<file path="src/sv/ist_pkg.sv">
// shared types, constants and command codes for the indexed sequence table
`default_nettype none
package ist_pkg;

    localparam int CAPACITY    = 64;
    localparam int VALUE_WIDTH = 32;
    localparam int POS_W       = 7;
    localparam int ADDR_W      = $clog2(CAPACITY);

    // request types
    localparam logic [2:0] OP_INSERT_AT     = 3'd0;
    localparam logic [2:0] OP_INSERT_SORTED = 3'd1;
    localparam logic [2:0] OP_ERASE_AT      = 3'd2;
    localparam logic [2:0] OP_REMOVE_ALL    = 3'd3;
    localparam logic [2:0] OP_READ_AT       = 3'd4;
    localparam logic [2:0] OP_WRITE_AT      = 3'd5;
    localparam logic [2:0] OP_FIND          = 3'd6;

    // index register updates
    localparam logic [2:0] IDX_HOLD  = 3'd0;
    localparam logic [2:0] IDX_INC   = 3'd1;
    localparam logic [2:0] IDX_DEC   = 3'd2;
    localparam logic [2:0] IDX_COUNT = 3'd3;

    // read address select
    localparam logic [1:0] RA_IDX  = 2'd0;
    localparam logic [1:0] RA_PREV = 2'd1;
    localparam logic [1:0] RA_NEXT = 2'd2;

    // write address select
    localparam logic [1:0] WA_IDX  = 2'd0;
    localparam logic [1:0] WA_TGT  = 2'd1;
    localparam logic [1:0] WA_WPTR = 2'd2;

    // count register updates
    localparam logic [1:0] CNT_HOLD = 2'd0;
    localparam logic [1:0] CNT_INC  = 2'd1;
    localparam logic [1:0] CNT_DEC  = 2'd2;
    localparam logic [1:0] CNT_WPTR = 2'd3;

    typedef struct packed {
        logic [2:0]             req_type;
        logic [POS_W-1:0]       in_pos;
        logic [VALUE_WIDTH-1:0] item_value;
    } req_t;

    typedef struct packed {
        logic                   ok;
        logic [VALUE_WIDTH-1:0] read_data;
        logic [POS_W-1:0]       out_pos;
        logic [POS_W-1:0]       removed_count;
        logic [POS_W-1:0]       item_count;
    } rsp_t;

    typedef struct packed {
        logic       load;
        logic       rd_en;
        logic [1:0] rd_sel;
        logic       wr_en;
        logic [1:0] wr_sel;
        logic       wr_from_mem;
        logic [2:0] idx_op;
        logic       set_opos;
        logic [1:0] cnt_op;
        logic       rem_inc;
        logic       w_inc;
        logic       set_ok;
        logic       set_rdata;
        logic       push;
    } cmd_t;

    typedef struct packed {
        logic [2:0] op;
        logic       pre_ok;
        logic       scan_more;
        logic       up_more;
        logic       dn_more;
        logic       less;
        logic       equal;
        logic       busy;
    } stat_t;

endpackage
`default_nettype wire

</file>
<file path="src/sv/ist_dp.sv">
// datapath: entry memory, count, index pointers and result register
`default_nettype none
module ist_dp (
    input  wire logic          clk,
    input  wire logic          rst_n,
    input  wire ist_pkg::req_t req,
    input  wire ist_pkg::cmd_t cmd,
    output ist_pkg::stat_t     st,
    output logic               rsp_valid,
    input  wire logic          rsp_stall,
    output ist_pkg::rsp_t      rsp
);

    logic [ist_pkg::VALUE_WIDTH-1:0] mem [ist_pkg::CAPACITY];
    logic [ist_pkg::VALUE_WIDTH-1:0] mem_q;

    ist_pkg::req_t                   req_reg;
    logic [ist_pkg::POS_W-1:0]       count_reg, count_next;
    logic [ist_pkg::POS_W-1:0]       idx_reg, idx_next;
    logic [ist_pkg::POS_W-1:0]       wptr_reg;
    logic [ist_pkg::POS_W-1:0]       opos_reg;
    logic [ist_pkg::POS_W-1:0]       rem_reg;
    logic                            ok_reg;
    logic [ist_pkg::VALUE_WIDTH-1:0] rdata_reg;
    logic                            out_valid_reg;

    logic [ist_pkg::POS_W-1:0]       idx_init, tgt, rd_addr, wr_addr, idx_inc;
    logic [ist_pkg::VALUE_WIDTH-1:0] wr_data;
    logic                            pre_ok;

    assign idx_inc = idx_reg + 7'd1;
    assign tgt     = (req_reg.req_type == ist_pkg::OP_INSERT_SORTED) ? opos_reg
                                                                      : req_reg.in_pos;

    always_comb
    begin
        unique case (req.req_type)
            ist_pkg::OP_INSERT_AT: idx_init = count_reg;
            ist_pkg::OP_ERASE_AT,
            ist_pkg::OP_READ_AT,
            ist_pkg::OP_WRITE_AT:  idx_init = req.in_pos;
            default:               idx_init = '0;
        endcase
    end

    always_comb
    begin
        unique case (req_reg.req_type)
            ist_pkg::OP_INSERT_AT:
                pre_ok = (count_reg < 7'(ist_pkg::CAPACITY)) && (req_reg.in_pos <= count_reg);
            ist_pkg::OP_INSERT_SORTED:
                pre_ok = count_reg < 7'(ist_pkg::CAPACITY);
            ist_pkg::OP_ERASE_AT,
            ist_pkg::OP_READ_AT,
            ist_pkg::OP_WRITE_AT:
                pre_ok = req_reg.in_pos < count_reg;
            ist_pkg::OP_REMOVE_ALL,
            ist_pkg::OP_FIND:
                pre_ok = 1'b1;
            default:
                pre_ok = 1'b0;
        endcase
    end

    always_comb
    begin
        unique case (cmd.rd_sel)
            ist_pkg::RA_PREV: rd_addr = idx_reg - 7'd1;
            ist_pkg::RA_NEXT: rd_addr = idx_inc;
            default:          rd_addr = idx_reg;
        endcase
        unique case (cmd.wr_sel)
            ist_pkg::WA_TGT:  wr_addr = tgt;
            ist_pkg::WA_WPTR: wr_addr = wptr_reg;
            default:          wr_addr = idx_reg;
        endcase
        wr_data = cmd.wr_from_mem ? mem_q : req_reg.item_value;
    end

    always_comb
    begin
        unique case (cmd.idx_op)
            ist_pkg::IDX_INC:   idx_next = idx_inc;
            ist_pkg::IDX_DEC:   idx_next = idx_reg - 7'd1;
            ist_pkg::IDX_COUNT: idx_next = count_reg;
            default:            idx_next = idx_reg;
        endcase
        if (cmd.load)
        begin
            idx_next = idx_init;
        end
        unique case (cmd.cnt_op)
            ist_pkg::CNT_INC:  count_next = count_reg + 7'd1;
            ist_pkg::CNT_DEC:  count_next = count_reg - 7'd1;
            ist_pkg::CNT_WPTR: count_next = wptr_reg;
            default:           count_next = count_reg;
        endcase
    end

    // entry memory, one read and one write port
    always_ff @(posedge clk)
    begin
        if (cmd.rd_en)
        begin
            mem_q <= mem[rd_addr[ist_pkg::ADDR_W-1:0]];
        end
        if (cmd.wr_en)
        begin
            mem[wr_addr[ist_pkg::ADDR_W-1:0]] <= wr_data;
        end
    end

    always_ff @(posedge clk)
    begin
        if (cmd.load)
        begin
            req_reg <= req;
        end
    end

    always_ff @(posedge clk or negedge rst_n)
    begin
        if (!rst_n)
        begin
            count_reg     <= '0;
            idx_reg       <= '0;
            wptr_reg      <= '0;
            opos_reg      <= '0;
            rem_reg       <= '0;
            ok_reg        <= 1'b0;
            rdata_reg     <= '0;
            out_valid_reg <= 1'b0;
        end
        else
        begin
            count_reg <= count_next;
            idx_reg   <= idx_next;
            if (cmd.load)
            begin
                wptr_reg  <= '0;
                opos_reg  <= '0;
                rem_reg   <= '0;
                ok_reg    <= 1'b0;
                rdata_reg <= '0;
            end
            else
            begin
                if (cmd.w_inc)
                begin
                    wptr_reg <= wptr_reg + 7'd1;
                end
                if (cmd.set_opos)
                begin
                    opos_reg <= idx_reg;
                end
                if (cmd.rem_inc)
                begin
                    rem_reg <= rem_reg + 7'd1;
                end
                if (cmd.set_ok)
                begin
                    ok_reg <= 1'b1;
                end
                if (cmd.set_rdata)
                begin
                    rdata_reg <= mem_q;
                end
            end
            if (cmd.push)
            begin
                out_valid_reg <= 1'b1;
            end
            else if (!rsp_stall)
            begin
                out_valid_reg <= 1'b0;
            end
        end
    end

    assign st.op        = req_reg.req_type;
    assign st.pre_ok    = pre_ok;
    assign st.scan_more = idx_reg < count_reg;
    assign st.up_more   = idx_reg > tgt;
    assign st.dn_more   = idx_inc < count_reg;
    assign st.less      = mem_q < req_reg.item_value;
    assign st.equal     = mem_q == req_reg.item_value;
    assign st.busy      = out_valid_reg;

    assign rsp_valid         = out_valid_reg;
    assign rsp.ok            = ok_reg;
    assign rsp.read_data     = rdata_reg;
    assign rsp.out_pos       = opos_reg;
    assign rsp.removed_count = rem_reg;
    assign rsp.item_count    = count_reg;

endmodule
`default_nettype wire

</file>
<file path="src/sv/ist_ctrl.sv">
// controller state machine sequencing each request over the datapath
`default_nettype none
module ist_ctrl (
    input  wire logic           clk,
    input  wire logic           rst_n,
    input  wire logic           req_valid,
    output logic                req_stall,
    input  wire ist_pkg::stat_t st,
    output ist_pkg::cmd_t       cmd
);

    localparam logic [3:0] S_IDLE    = 4'd0;
    localparam logic [3:0] S_CHECK   = 4'd1;
    localparam logic [3:0] S_SCAN_RD = 4'd2;
    localparam logic [3:0] S_SCAN_EX = 4'd3;
    localparam logic [3:0] S_UP_RD   = 4'd4;
    localparam logic [3:0] S_UP_WR   = 4'd5;
    localparam logic [3:0] S_DN_RD   = 4'd6;
    localparam logic [3:0] S_DN_WR   = 4'd7;
    localparam logic [3:0] S_REM_RD  = 4'd8;
    localparam logic [3:0] S_REM_EX  = 4'd9;
    localparam logic [3:0] S_READ_EX = 4'd10;
    localparam logic [3:0] S_FIN     = 4'd11;

    logic [3:0] state_reg, state_next;

    assign req_stall = !((state_reg == S_IDLE) && !st.busy);

    always_comb
    begin
        cmd        = '0;
        state_next = state_reg;
        unique case (state_reg)
            S_IDLE:
            begin
                if (req_valid && !req_stall)
                begin
                    cmd.load   = 1'b1;
                    state_next = S_CHECK;
                end
            end
            S_CHECK:
            begin
                if (!st.pre_ok)
                begin
                    state_next = S_FIN;
                end
                else
                begin
                    unique case (st.op)
                        ist_pkg::OP_INSERT_AT:  state_next = S_UP_RD;
                        ist_pkg::OP_INSERT_SORTED,
                        ist_pkg::OP_FIND:       state_next = S_SCAN_RD;
                        ist_pkg::OP_ERASE_AT:   state_next = S_DN_RD;
                        ist_pkg::OP_REMOVE_ALL: state_next = S_REM_RD;
                        ist_pkg::OP_READ_AT:
                        begin
                            cmd.rd_en  = 1'b1;
                            cmd.rd_sel = ist_pkg::RA_IDX;
                            state_next = S_READ_EX;
                        end
                        ist_pkg::OP_WRITE_AT:
                        begin
                            cmd.wr_en  = 1'b1;
                            cmd.wr_sel = ist_pkg::WA_IDX;
                            cmd.set_ok = 1'b1;
                            state_next = S_FIN;
                        end
                        default:                state_next = S_FIN;
                    endcase
                end
            end
            S_SCAN_RD:
            begin
                if (st.scan_more)
                begin
                    cmd.rd_en  = 1'b1;
                    cmd.rd_sel = ist_pkg::RA_IDX;
                    state_next = S_SCAN_EX;
                end
                else if (st.op == ist_pkg::OP_INSERT_SORTED)
                begin
                    cmd.set_opos = 1'b1;
                    state_next   = S_UP_RD;
                end
                else
                begin
                    state_next = S_FIN;
                end
            end
            S_SCAN_EX:
            begin
                if (st.op == ist_pkg::OP_INSERT_SORTED)
                begin
                    if (st.less)
                    begin
                        cmd.idx_op = ist_pkg::IDX_INC;
                        state_next = S_SCAN_RD;
                    end
                    else
                    begin
                        cmd.set_opos = 1'b1;
                        cmd.idx_op   = ist_pkg::IDX_COUNT;
                        state_next   = S_UP_RD;
                    end
                end
                else if (st.equal)
                begin
                    cmd.set_opos = 1'b1;
                    cmd.set_ok   = 1'b1;
                    state_next   = S_FIN;
                end
                else
                begin
                    cmd.idx_op = ist_pkg::IDX_INC;
                    state_next = S_SCAN_RD;
                end
            end
            S_UP_RD:
            begin
                if (st.up_more)
                begin
                    cmd.rd_en  = 1'b1;
                    cmd.rd_sel = ist_pkg::RA_PREV;
                    state_next = S_UP_WR;
                end
                else
                begin
                    cmd.wr_en  = 1'b1;
                    cmd.wr_sel = ist_pkg::WA_TGT;
                    cmd.cnt_op = ist_pkg::CNT_INC;
                    cmd.set_ok = 1'b1;
                    state_next = S_FIN;
                end
            end
            S_UP_WR:
            begin
                cmd.wr_en       = 1'b1;
                cmd.wr_sel      = ist_pkg::WA_IDX;
                cmd.wr_from_mem = 1'b1;
                cmd.idx_op      = ist_pkg::IDX_DEC;
                state_next      = S_UP_RD;
            end
            S_DN_RD:
            begin
                if (st.dn_more)
                begin
                    cmd.rd_en  = 1'b1;
                    cmd.rd_sel = ist_pkg::RA_NEXT;
                    state_next = S_DN_WR;
                end
                else
                begin
                    cmd.cnt_op = ist_pkg::CNT_DEC;
                    cmd.set_ok = 1'b1;
                    state_next = S_FIN;
                end
            end
            S_DN_WR:
            begin
                cmd.wr_en       = 1'b1;
                cmd.wr_sel      = ist_pkg::WA_IDX;
                cmd.wr_from_mem = 1'b1;
                cmd.idx_op      = ist_pkg::IDX_INC;
                state_next      = S_DN_RD;
            end
            S_REM_RD:
            begin
                if (st.scan_more)
                begin
                    cmd.rd_en  = 1'b1;
                    cmd.rd_sel = ist_pkg::RA_IDX;
                    state_next = S_REM_EX;
                end
                else
                begin
                    cmd.cnt_op = ist_pkg::CNT_WPTR;
                    cmd.set_ok = 1'b1;
                    state_next = S_FIN;
                end
            end
            S_REM_EX:
            begin
                if (st.equal)
                begin
                    cmd.rem_inc = 1'b1;
                end
                else
                begin
                    cmd.wr_en       = 1'b1;
                    cmd.wr_sel      = ist_pkg::WA_WPTR;
                    cmd.wr_from_mem = 1'b1;
                    cmd.w_inc       = 1'b1;
                end
                cmd.idx_op = ist_pkg::IDX_INC;
                state_next = S_REM_RD;
            end
            S_READ_EX:
            begin
                cmd.set_rdata = 1'b1;
                cmd.set_ok    = 1'b1;
                state_next    = S_FIN;
            end
            S_FIN:
            begin
                cmd.push   = 1'b1;
                state_next = S_IDLE;
            end
            default:
            begin
                state_next = S_IDLE;
            end
        endcase
    end

    always_ff @(posedge clk or negedge rst_n)
    begin
        if (!rst_n)
        begin
            state_reg <= S_IDLE;
        end
        else
        begin
            state_reg <= state_next;
        end
    end

endmodule
`default_nettype wire

</file>
<file path="src/sv/indexed_sequence_table.sv">
// top level: ordered value list with count, controller plus datapath
// read/write/failed requests: check state, a read step for reads only, then finish sets result valid
// insert_at and erase_at shift entries one at a time, one memory read and write each
// insert_sorted, find and remove_all walk the list with a read step and a compare step per entry
// throughput: one request at a time, next transfer after the result transfer
// reset: asynchronous active low clears count, state and result valid; entries stay undefined
`default_nettype none
module indexed_sequence_table (
    input  wire logic          clk,
    input  wire logic          rst_n,
    input  wire logic          req_valid,
    output logic               req_stall,
    input  wire ist_pkg::req_t req,
    output logic               rsp_valid,
    input  wire logic          rsp_stall,
    output ist_pkg::rsp_t      rsp
);

    // command and status between the sequencer and the datapath
    ist_pkg::cmd_t  cmd;
    ist_pkg::stat_t st;

    // sequencer: one state per read or write step of the list walk
    ist_ctrl u_ctrl (
        .clk       (clk),
        .rst_n     (rst_n),
        .req_valid (req_valid),
        .req_stall (req_stall),
        .st        (st),
        .cmd       (cmd)
    );

    // datapath: entry memory, pointers and the result register that holds
    // the result until its transfer completes
    ist_dp u_dp (
        .clk       (clk),
        .rst_n     (rst_n),
        .req       (req),
        .cmd       (cmd),
        .st        (st),
        .rsp_valid (rsp_valid),
        .rsp_stall (rsp_stall),
        .rsp       (rsp)
    );

endmodule
`default_nettype wire

</file>
<file path="config.mk">
export PLATFORM = sky130hd
export DESIGN_NAME = indexed_sequence_table
export DESIGN_NICKNAME = d
export VERILOG_FILES = /design/src/sv/ist_pkg.sv /design/src/sv/ist_dp.sv /design/src/sv/ist_ctrl.sv /design/src/sv/indexed_sequence_table.sv
export SDC_FILE = /design/constraint.sdc
export NUM_CORES = 2
export LEC_CHECK = 0
export ABC_AREA = 1
export BUFFER_PORTS_ARGS = -buffer_cell sky130_fd_sc_hd__buf_4
export CORE_ASPECT_RATIO = 1.1
export CORE_MARGIN = 4
export CORE_UTILIZATION = 60
export DETAILED_ROUTE_END_ITERATION = 7
export PLACE_DENSITY_LB_ADDON = 0.1
export SLEW_MARGIN = 20
export SYNTH_ARGS = -nofsm -noshare
export SYNTH_HDL_FRONTEND = slang
export SYNTH_HIERARCHICAL = 1
export SYNTH_SLANG_ARGS = --single-unit
</file>
<file path="constraint.sdc">
create_clock -name clk -period 6.5 [get_ports clk]
set_clock_uncertainty 0.2 [all_clocks]
set_input_delay 0.325 -clock clk [delete_from_list [all_inputs] [get_ports clk]]
set_output_delay 0.325 -clock clk [all_outputs]
set_load 0.01 [all_outputs]
</file>
==> run_results.csv <==
group,metric,value,unit
outcome,status,"complete, no violations",
global_routing,track_usage,35.3,%
clocking,clkSlewWorstSetupHoldPaths,0.06,ns
clocking,htree_levels,4,
final_layout,final_nets,9040,
drt,drc,0,
pwr,powerDensity,490,nW/um^2
drt,viasPerCell,6.27,
sta,max_freq,0.162,GHz
final_layout,fin_cells,11200,
global_routing,antenna_found_initial,11,
sta,setup_viol,0,
yosys,synth_ff_type,"edfxtp_1",
pwr,max-vdd-ir-drop,0.348,mV
final_layout,fillers,11300,
min_path,min_path_type,"primary input to register",
final_layout,drive_gt1_share,9.40,%
sta,hold_violations,0,
placed_design,hpwlAfterDp,174000,microns
yosys,synth.area.top_cells,"edfxtp_1 (66%), nand3_1 (13%), nand2_1 (7.7%)",
setup_path,crit_type,"register to register",
sta,finalMaxSlewViolations,0,
drt,wl,300000,microns
yosys,synth_cell_types,48,
sta,finalCritPeriodShare,94.7,%
drt,dr.pass1.iters,8,
placed_design,place_area,102000,sq um
placed_design,io_buffers,101,
floorplan,row_count,153,
floorplan,die-height,428,microns
clocking,cts_tree,"yes",
global_routing,overflow,0,
yosys,seq_area_frac_synth,68.1,%
sta,worst_slack,0.345,ns
sta,min_period,6.16,ns
yosys,yosys_warnings,6,
sta,hold_ws,0.0506,ns
yosys,syn_inst,8780,
sta,tightest_slew,1.21,ns
floorplan,dieWidth,390,microns
floorplan,die_area,167000,sq um
clocking,clk_latency,0.86,ns
yosys,syn_nets,8898,
setup_path,crit_arrival,6.62,ns
setup_path,cp_max_fo,50,
sta,rsz0062_at_grt,"no",
drt,drt_iter0_drc,10200,
clocking,cts_sinks,2195,
pwr,leakagePower,0.0423,uW
yosys,synth_top_area_share,66.2,%
drt,wl_per_cell,26.8,microns
setup_path,cp-end-kind,"register",
yosys,ys_seq_elements,2195,
sta,setup_tns,0,ns
global_routing,grt_pass1_wl,437000,microns
clocking,cts_buffers,213,
floorplan,initial_core_util,60.6,%
placed_design,dp.cells,10700,
yosys,yosysTopAreaCell,"edfxtp_1",
yosys,synth_edf_count,2122,
run,max_cap_viol_count,0,
placed_design,pre_cts_slack,0.164,ns
setup_path,required,6.97,ns
yosys,netlist_area,96300,sq um
clocking,clock_path_buffers,3,
floorplan,boundaryPins,102,
drt,postRouteAntennaNets,0,
final_layout,fin_area,109000,sq um
yosys,syn_avg_cell_area,11.0,sq um
placed_design,gp_congestion,0.959,
sta,relSlewSlack,18.9,%
clocking,clockRootBuffer,"clkbuf_16",
setup_path,start_kind,"register",
yosys,synth_common_cells,"nand3_1 (2413), edfxtp_1 (2122), nand2_1 (1965)",
global_routing,grt_pass1_vias,65800,
yosys,async_reset_ff_share,3.33,%
global_routing,grt_max_degree,137,
final_layout,area_growth_syn_to_layout,13.3,%
final_layout,largest_reg_flops,2048,
drt,vias,70100,
floorplan,core_region_area,159000,sq um
yosys,yosysMostFrequentCell,"nand3_1",
==> routing by layer <==
layer  track usage, %  vias up  routed length, microns  part of all wire, %
li1                 -    30800                       -                    -
met1             50.1    33900                  112000                   37
met2             51.8     4693                  132000                   44
met3             9.24      718                   41100                   14
met4             15.8        2                   14700                  4.9
met5                0        -                      17               0.0057
==> report_power, final <==
part	switching [uW]	internal, uW	leakage (uW)
clock network	5220	6390	0.00314
registers	488	18100	0.0200
logic	17300	6000	0.0191
total	23000	30500	0.0423
==> cell families (layout without fill, tap and decap cells) <==
family,after synthesis,after routing,share of synthesized area [%]
AND/OR/NAND/NOR,4887,4887,23.6
flip-flops,2195,2195,68.1
buffers and inverters,1409,1717,6.10
AO/OA/AOI/OAI,209,209,1.20
adder cells (fa/ha/maj),72,72,0.943
XOR/XNOR,7,7,0.0637
other,1,3,0.00389
==> what timing repair did <==
item / 4_1_cts / 5_1_grt
hold buffers: 84 / 0
resized for setup: 0 / 1
hold endpoints to repair: 134 / 0
setup endpoints to repair: 0 / 12
setup buffers: 0 / 0
==> per-stage QoR <==
stage | power [uW] | util [%]
6_report | 53500 | 68.7
5_1_grt | 55500 | 68.7
4_1_cts | 52800 | 68.6
3_5_place_dp | 41200 | 64.0
3_3_place_gp | 40900 | 64.0
2_1_floorplan | 31300 | -
==> final timing paths <==
kind                                              start                              end  slack, ns  depth (start not counted)
min reg2reg                u_dp/wptr_reg[5]$_DFFE_PN0P_     u_dp/wptr_reg[5]$_DFFE_PN0P_       0.29                          1
min in group asynchronous                         rst_n  u_ctrl/state_reg[0]$_DFFE_PN0P_       0.40                          4
min                                             req[32]       u_dp/req_reg[32]$_DFFE_PP_       0.05                          2
max in group asynchronous                         rst_n   u_dp/rdata_reg[18]$_DFFE_PN0P_       5.39                          4
max reg2reg                 u_dp/idx_reg[4]$_DFFE_PN0P_         u_dp/mem_q[30]$_DFFE_PP_       0.34                         23
max                         u_dp/idx_reg[4]$_DFFE_PN0P_         u_dp/mem_q[30]$_DFFE_PP_       0.34                         23
==> area by class of cell <==
class | instances | area (sq um) | area share (%)
clock inverter | 105 | 667 | 0.611
inverter | 818 | 3080 | 2.82
timing repair buffer | 518 | 5630 | 5.16
antenna | 2 | 5.00 | 0.00459
multi-input combinational | 5176 | 25800 | 23.7
sequential | 2195 | 65500 | 60.1
clock buffer | 276 | 5760 | 5.28
tap | 2092 | 2620 | 2.40
==> worst max-delay path, cell delays in order, from the launching register on <==
cell and delay (ns):
dfrtp_1 0.59, inv_1 0.24, nor2_1 0.17, xor2_1 0.36
ha_1 0.32, nand2_1 0.06, nor2_1 0.05, a2111oi_2 0.55
nand2_1 0.20, inv_1 0.16, ha_1 0.42, nor2_4 0.22
nand2_8 0.19, nand2_8 0.23, buf_12 0.27, buf_4 0.21
nand2_1 0.05, nand2_1 0.05, nand2_1 0.05, nand3_1 0.10
nand3_1 0.33, nand3_1 0.22, nand3_1 0.35, nand2_1 0.30
==> placed cells by master (no fill, tap or decap), types with 7 or more instances in the layout <==
cell type,instances
buf_4,315
o21ai_1,14
inv_2,12
clkinv_1,52
nor2_4,69
ha_1,71
dlygate4sd3_1,83
nand3b_1,324
nand4_1,12
o221ai_1,8
nor2_1,71
clkbuf_1,53
buf_12,116
o21ai_4,31
o21ai_0,69
inv_1,803
a21oi_1,56
o22ai_1,7
clkinv_2,36
dfrtp_1,73
nand3_1,2413
edfxtp_1,2122
clkbuf_16,221
nand2_1,1961
(Power assumes the default switching activity.)
